## config.mk

```make
export PLATFORM = sky130hd
export DESIGN_NAME = keypad_code_lock_with_lockout
export DESIGN_NICKNAME = d
export VERILOG_FILES = /design/src/design/kcl_pkg.sv /design/src/design/kcl_core.sv /design/src/design/keypad_code_lock_with_lockout.sv
export SDC_FILE = /design/constraint.sdc
export NUM_CORES = 1
export LEC_CHECK = 0
export ABC_AREA = 0
export BUFFER_PORTS_ARGS = -buffer_cell sky130_fd_sc_hd__buf_4
export CELL_PAD_IN_SITES_DETAIL_PLACEMENT = 0
export CELL_PAD_IN_SITES_GLOBAL_PLACEMENT = 1
export CORE_MARGIN = 3
export CORE_UTILIZATION = 52
export DETAILED_ROUTE_END_ITERATION = 8
export GPL_TIMING_DRIVEN = 0
export PLACE_DENSITY = 0.88
export SETUP_SLACK_MARGIN = 0.5
export SYNTH_ARGS = -nofsm -noshare
export SYNTH_HDL_FRONTEND = slang
export SYNTH_SLANG_ARGS = --single-unit
```

## constraint.sdc

```tcl
create_clock -name clk -period 6.6 [get_ports clk]
set_input_delay 1.98 -clock clk [delete_from_list [all_inputs] [get_ports clk]]
set_output_delay 1.98 -clock clk [all_outputs]
set_load 0.02 [all_outputs]
```

## src/design/kcl_pkg.sv

```systemverilog
package kcl_pkg;

  localparam int CODE_DIGITS_DEF = 4;

  localparam logic [7:0] NO_KEY            = 8'hFF;
  localparam logic [3:0] TRIAL_LIMIT_RST   = 4'd2;
  localparam logic [6:0] LOCKOUT_TICKS_RST = 7'd15;

  localparam logic KIND_KEY  = 1'b0;
  localparam logic KIND_TICK = 1'b1;

  typedef enum logic [1:0] {
    PH_SETTING  = 2'd0,
    PH_ENTERING = 2'd1,
    PH_OPEN     = 2'd2,
    PH_LOCKED   = 2'd3
  } phase_t;

  typedef enum logic [2:0] {
    EV_NONE       = 3'd0,
    EV_DIGIT      = 3'd1,
    EV_STORED     = 3'd2,
    EV_CORRECT    = 3'd3,
    EV_WRONG      = 3'd4,
    EV_LOCK_BEGIN = 3'd5,
    EV_LOCK_END   = 3'd6
  } event_t;

  typedef enum logic [0:0] {
    REG_TRIAL_LIMIT   = 1'b0,
    REG_LOCKOUT_TICKS = 1'b1
  } cfg_reg_t;

  typedef struct packed {
    phase_t     phase;
    event_t     ev;
    logic [2:0] digits;
    logic [3:0] trials;
    logic [6:0] seconds;
  } result_t;

  typedef struct packed {
    logic       is_open;
    logic [2:0] count;
    logic [3:0] trials;
    logic [6:0] lockout;
  } status_t;

endpackage

```

## src/design/kcl_core.sv

```systemverilog
module kcl_core #(
  parameter int CODE_DIGITS = kcl_pkg::CODE_DIGITS_DEF
) (
  input  logic             clk,
  input  logic             rst,
  input  logic             step,
  input  logic             kind,
  input  logic [7:0]       key_code,
  input  logic [3:0]       trial_limit,
  input  logic [6:0]       lockout_ticks,
  output kcl_pkg::result_t result,
  output kcl_pkg::status_t status
);

  localparam int IDX_W = (CODE_DIGITS > 1) ? $clog2(CODE_DIGITS) : 1;
  localparam logic [2:0] LAST = 3'(CODE_DIGITS - 1);

  logic [7:0] stored_code [CODE_DIGITS];
  logic [7:0] stored_code_next [CODE_DIGITS];
  logic [7:0] entry_digits [CODE_DIGITS];
  logic [7:0] entry_digits_next [CODE_DIGITS];
  logic       code_is_set, code_is_set_next;
  logic [2:0] digit_count, digit_count_next;
  logic [3:0] trials_remaining, trials_remaining_next;
  logic [6:0] lockout_remaining, lockout_remaining_next;
  logic       is_open, is_open_next;
  kcl_pkg::event_t ev;

  always_comb begin
    logic       same;
    logic [3:0] dec;
    logic [7:0] digit;
    stored_code_next       = stored_code;
    entry_digits_next      = entry_digits;
    code_is_set_next       = code_is_set;
    digit_count_next       = digit_count;
    trials_remaining_next  = trials_remaining;
    lockout_remaining_next = lockout_remaining;
    is_open_next           = is_open;
    ev                     = kcl_pkg::EV_NONE;
    same                   = 1'b1;
    dec                    = trials_remaining;
    digit                  = 8'd0;

    // the last digit of an entry is compared straight from the key
    for (int i = 0; i < CODE_DIGITS; i++) begin
      digit = (i == CODE_DIGITS - 1) ? key_code : entry_digits[i];
      if (digit != stored_code[i]) same = 1'b0;
    end
    if (trials_remaining != 4'd0) dec = trials_remaining - 4'd1;

    if (!is_open) begin
      if (kind == kcl_pkg::KIND_TICK) begin
        if (lockout_remaining != 7'd0) begin
          lockout_remaining_next = lockout_remaining - 7'd1;
          if (lockout_remaining == 7'd1) begin
            trials_remaining_next = (trial_limit == 4'd0) ? 4'd1 : trial_limit;
            ev = kcl_pkg::EV_LOCK_END;
          end
        end
      end else if (key_code != kcl_pkg::NO_KEY && lockout_remaining == 7'd0) begin
        if (!code_is_set) begin
          stored_code_next[digit_count[IDX_W-1:0]] = key_code;
          if (digit_count == LAST) begin
            digit_count_next = 3'd0;
            code_is_set_next = 1'b1;
            ev = kcl_pkg::EV_STORED;
          end else begin
            digit_count_next = digit_count + 3'd1;
            ev = kcl_pkg::EV_DIGIT;
          end
        end else begin
          entry_digits_next[digit_count[IDX_W-1:0]] = key_code;
          if (digit_count != LAST) begin
            digit_count_next = digit_count + 3'd1;
            ev = kcl_pkg::EV_DIGIT;
          end else begin
            digit_count_next = 3'd0;
            if (same) begin
              is_open_next = 1'b1;
              ev = kcl_pkg::EV_CORRECT;
            end else begin
              trials_remaining_next = dec;
              if (dec == 4'd0) begin
                lockout_remaining_next = (lockout_ticks == 7'd0) ? 7'd1 : lockout_ticks;
                ev = kcl_pkg::EV_LOCK_BEGIN;
              end else begin
                ev = kcl_pkg::EV_WRONG;
              end
            end
          end
        end
      end
    end
  end

  always_comb begin
    if (is_open_next) begin
      result.phase = kcl_pkg::PH_OPEN;
    end else if (!code_is_set_next) begin
      result.phase = kcl_pkg::PH_SETTING;
    end else if (lockout_remaining_next != 7'd0) begin
      result.phase = kcl_pkg::PH_LOCKED;
    end else begin
      result.phase = kcl_pkg::PH_ENTERING;
    end
    result.ev      = ev;
    result.digits  = digit_count_next;
    result.trials  = trials_remaining_next;
    result.seconds = lockout_remaining_next;
  end

  always_ff @(posedge clk) begin
    if (rst) begin
      code_is_set       <= 1'b0;
      digit_count       <= 3'd0;
      trials_remaining  <= kcl_pkg::TRIAL_LIMIT_RST;
      lockout_remaining <= 7'd0;
      is_open           <= 1'b0;
    end else if (step) begin
      code_is_set       <= code_is_set_next;
      digit_count       <= digit_count_next;
      trials_remaining  <= trials_remaining_next;
      lockout_remaining <= lockout_remaining_next;
      is_open           <= is_open_next;
    end
  end

  always_ff @(posedge clk) begin
    if (step) begin
      stored_code  <= stored_code_next;
      entry_digits <= entry_digits_next;
    end
  end

  assign status.is_open = is_open;
  assign status.count   = digit_count;
  assign status.trials  = trials_remaining;
  assign status.lockout = lockout_remaining;

endmodule

```

## src/design/keypad_code_lock_with_lockout.sv

```systemverilog
// keypad code lock with trial counting and timed lockout
// timing: an accepted item waits in the input register, and its result is registered in the output register
// once that register is free or being taken
// throughput: one item per cycle while the output is not stalled; the state update is a single compare-and-count step
// an input register and an output register sit around the core, so one further item is
// taken while a result waits; reset clears the lock state, sets trials to 2 and restores both registers
module keypad_code_lock_with_lockout #(
  parameter int CODE_DIGITS = kcl_pkg::CODE_DIGITS_DEF
) (
  input  logic       clk,
  input  logic       rst,
  input  logic       cfg_we,
  input  logic [0:0] cfg_index,
  input  logic [6:0] cfg_data,
  input  logic       in_valid,
  output logic       in_stall,
  input  logic       kind,
  input  logic [7:0] key_code,
  output logic       out_valid,
  input  logic       out_stall,
  output logic [1:0] phase,
  output logic [2:0] event_res,
  output logic [2:0] digits_taken,
  output logic [3:0] trials_left,
  output logic [6:0] seconds_left
);

  logic [3:0] trial_limit;
  logic [6:0] lockout_ticks;
  logic       s1_valid;
  logic       s1_kind;
  logic [7:0] s1_key;
  logic       advance;
  logic       fire;
  kcl_pkg::result_t res;
  kcl_pkg::result_t out_res;
  kcl_pkg::status_t status;

  always_ff @(posedge clk) begin
    if (rst) begin
      trial_limit   <= kcl_pkg::TRIAL_LIMIT_RST;
      lockout_ticks <= kcl_pkg::LOCKOUT_TICKS_RST;
    end else if (cfg_we) begin
      unique case (kcl_pkg::cfg_reg_t'(cfg_index))
        kcl_pkg::REG_TRIAL_LIMIT:   trial_limit   <= cfg_data[3:0];
        kcl_pkg::REG_LOCKOUT_TICKS: lockout_ticks <= cfg_data;
        default: ;
      endcase
    end
  end

  assign advance  = !out_valid || !out_stall;
  assign fire     = s1_valid && advance;
  assign in_stall = s1_valid && !advance;

  always_ff @(posedge clk) begin
    if (rst) begin
      s1_valid <= 1'b0;
    end else if (!in_stall) begin
      s1_valid <= in_valid;
    end
  end

  always_ff @(posedge clk) begin
    if (in_valid && !in_stall) begin
      s1_kind <= kind;
      s1_key  <= key_code;
    end
  end

  kcl_core #(
    .CODE_DIGITS(CODE_DIGITS)
  ) u_core (
    .clk          (clk),
    .rst          (rst),
    .step         (fire),
    .kind         (s1_kind),
    .key_code     (s1_key),
    .trial_limit  (trial_limit),
    .lockout_ticks(lockout_ticks),
    .result       (res),
    .status       (status)
  );

  always_ff @(posedge clk) begin
    if (rst) begin
      out_valid <= 1'b0;
    end else if (advance) begin
      out_valid <= s1_valid;
    end
  end

  always_ff @(posedge clk) begin
    if (fire) begin
      out_res <= res;
    end
  end

  assign phase        = out_res.phase;
  assign event_res    = out_res.ev;
  assign digits_taken = out_res.digits;
  assign trials_left  = out_res.trials;
  assign seconds_left = out_res.seconds;

  // once open the lock stays open until reset
  assert property (@(posedge clk) disable iff (rst) status.is_open |=> status.is_open)
    else $error("lock closed again after opening");

  // a lockout only runs with the trials used up
  assert property (@(posedge clk) disable iff (rst)
    (status.lockout != 7'd0) |-> (status.trials == 4'd0))
    else $error("lockout running with trials left");

  assert property (@(posedge clk) disable iff (rst)
    {1'b0, status.count} < 4'(CODE_DIGITS))
    else $error("digit count beyond code length");

  assert property (@(posedge clk) disable iff (rst)
    status.is_open |-> (status.lockout == 7'd0))
    else $error("open while locked out");

endmodule

```

==> run metrics <==
status finished, final reports clean; Global Route Usage Sum 19.7%; Syn Area/Cell 12.2 sq um; most used cell, CP buf_4; Netlist cell types 56; Cell Area, Synth slightly below 5000 sq um; CP Launch Type input port; dpl ws between 2 and 2.5 ns; CP top delay family buffers and inverters; H-Tree Depth 4; setup repair bufs after CTS 0; Critical-path top delay cell and3_1; # IOs 43; worst vdd ir 0.137 mV; post-cts hold buffer count 0; final setup fails 0; worst r2r src s1_key[0]; initial antenna violation count 0; top-count cell post-synth edfxtp_1; Vias approximately 3400; grt ovf 0; CTS tree yes; Crit Path Class in -> out; post-synth top area cell edfxtp_1; Mapped Cells roughly 410; sinks on the clock net between 100 and 150; share of synthesized registers carrying an async set or reset 0%; register bit total from synthesis 113; Seq/Total Area, Yosys 62.6%; Slew HR 33.9%; Fin. Hold Viols 0; vias in the first global route 3463; DR WL/cell ~17 microns; final setup margin approximately 2.2 ns; top-area cell type share of the netlist area about half; Max Root-Sink Buffers 2; Placement Rows 35; Fillers between 600 and 700; FF+latch area between 3000 and 4000 sq um; Critical Path Source out_stall; Worst EP arrival between 2 and 2.5 ns; Worst Tran Pin Value 0.990 ns; Mapped Nets roughly 440; top cells by area, synth edfxtp_1, dfxtp_1, xnor2_1, nand2_1, a21oi_1; Worst Path Required 4.62 ns; Slew Viols, Final 0; Num CTS Buffers 17; Pre-Repair DR Iteration Count 5; Remaining DRCs 0; CP cell instances buf_4 -> and3_1 -> buf_4; die width slightly above 100 microns; global placement routability congestion 0.890; core box area a little over 9000 sq um; slowest stage delay, CP ~0.19 ns; area grow syn2layout 20.7%; Hold Crit Class reg -> reg; Starting Density 53.7%; post-DP HPWL 7.01 mm; first-pass GRT wire length approximately 17 mm; unrepaired setup endpoints after global routing false; Worst Skew approximately 0.007 ns; Resize count post-CTS 0; WP buf/inv 2; Final period util 67.1%; Die Area about 11000 sq um; Min Clock Period, post-route about 4.4 ns; Ys Warns 0; area of the multi-input gates around 1700 sq um; CTS Root Cell clkbuf_8; min-delay src u_core.digit_count[2]; largest net degree at the start of global routing 29; Vias/cell about 5.5; number of diodes 0; static leakage between 2 and 2.5 nW; crit-path max FO 3; Routed Wire Length between 10 and 15 mm; post-detailed-route count of antenna-violating nets 0; share of layout cells above drive strength 1 between 10% and 20%; MaxCap Viol Count 0; ys flop type edfxtp_1; height of the die between 100 and 150 microns; Pwr Density roughly 300 nW/um^2; IO buf count 40; commonest cells in the synthesized netlist edfxtp_1, nand2_1, xnor2_1; worst skew pair latency about 0.51 ns; CP endpoint kind output pin; f_max 0.226 GHz; Initial DRC Count ~160; number of synthesized flops with an enable pin 84; Layout Nets between 400 and 500; setup TNS 0 ns; clk slew on worst S/H paths roughly 0.060 ns
==> per-stage QoR <==
step	util (%)	total power (W)	cell area, sq um	cells	hold slack [ns]
after detailed placement	58.7	0.000954	5420	577	0.441
final	64.8	0.00179	5990	609	0.448
after floorplan	-	0.000906	4960	408	0.422
after global routing	64.8	0.00185	5990	609	0.465
after global placement	58.7	0.000950	5420	577	0.432
after CTS	64.8	0.00180	5990	609	0.449
==> report_power, final <==
group / total [W] / switching (W) / leakage [nW] / internal (W)
combinational: 0.000132 / 0.0000776 / 0.911 / 0.0000548
clock: 0.000853 / 0.000343 / 0.270 / 0.000509
sequential: 0.000808 / 0.0000209 / 1.01 / 0.000787
total: 0.00179 / 0.000442 / 2.19 / 0.00135
==> layout by cell type, fill, tap and decap left out, types with 4 or more instances in the layout <==
cell	instances
xnor2_1	33
nor4_1	4
mux2i_1	8
nor2b_1	6
nand3_1	17
and2_1	5
edfxtp_1	84
inv_1	14
nand2_1	38
buf_4	42
a21o_1	8
clkbuf_1	8
clkbuf_16	16
ha_1	7
nor3_1	14
inv_6	5
and3_1	7
a21oi_1	21
a211oi_1	5
dfxtp_1	29
nor2_1	24
o21ai_0	8
nand4_1	15
==> cells by family (layout without fill, tap and decap cells) <==
family / count (synthesis) / in the layout / synth area share [%]
flops: 113 / 113 / 62.6
fa+ha+maj: 7 / 7 / 1.77
buf+inv: 30 / 102 / 2.60
simple gates: 143 / 143 / 14.8
xor+xnor: 33 / 33 / 5.83
compound gates: 74 / 74 / 10.8
mux: 8 / 8 / 1.62
==> sequential cells by signal (all words and copies together) (netlist names) <==
| register | flops |
|---|---|
| s1_valid | 1 |
| u_core.stored_code | 32 |
| s1_key | 8 |
| s1_kind | 1 |
| u_core.lockout_remaining | 7 |
| u_core.entry_digits | 24 |
| phase | 2 |
| out_valid | 1 |
| trial_limit | 4 |
| seconds_left | 7 |
| event_res | 3 |
| u_core.code_is_set | 1 |
| u_core.trials_remaining | 4 |
| digits_taken | 3 |
| u_core.is_open | 1 |
| u_core.digit_count | 3 |
| trials_left | 4 |
| lockout_ticks | 7 |
==> routing by layer <==
metal  global-route usage (%)  vias up  wire (microns)
met4                     8.17        0             205
met1                     22.7     1604            4290
met5                        0        -               0
met3                     5.48       21             431
met2                     34.4       92            5180
li1                         -     1638               -
==> worst reg2reg max path, cell delays in order, from the launching register on <==
cell and delay [ns]:
edfxtp_1 0.53, xnor2_1 0.21, nand4_1 0.15, nor4_2 0.52, nand2_1 0.24, o31ai_1 0.58
a211oi_2 0.09, a41oi_1 0.23
==> path summary, 6_finish.rpt <==
| kind | to | slack [ns] | cells after the start |
|---|---|---|---|
| worst max-delay path | in_stall | 2.17 | 3 |
| worst min-delay path | u_core.digit_count[2] | 0.45 | 2 |
| worst max register to register | phase[1] | 3.88 | 7 |
| worst min register to register | u_core.digit_count[2] | 0.45 | 2 |
==> area by class of cell <==
type / count / share of cell area (%)
inverter: 16 / 1.00
clock buffer: 17 / 6.92
tap: 129 / 2.70
clock inverter: 15 / 2.51
sequential: 113 / 51.8
multi-input combinational: 265 / 28.8
timing repair buffer: 40 / 5.02
buffer: 14 / 1.17
(Power assumes the default switching activity.)
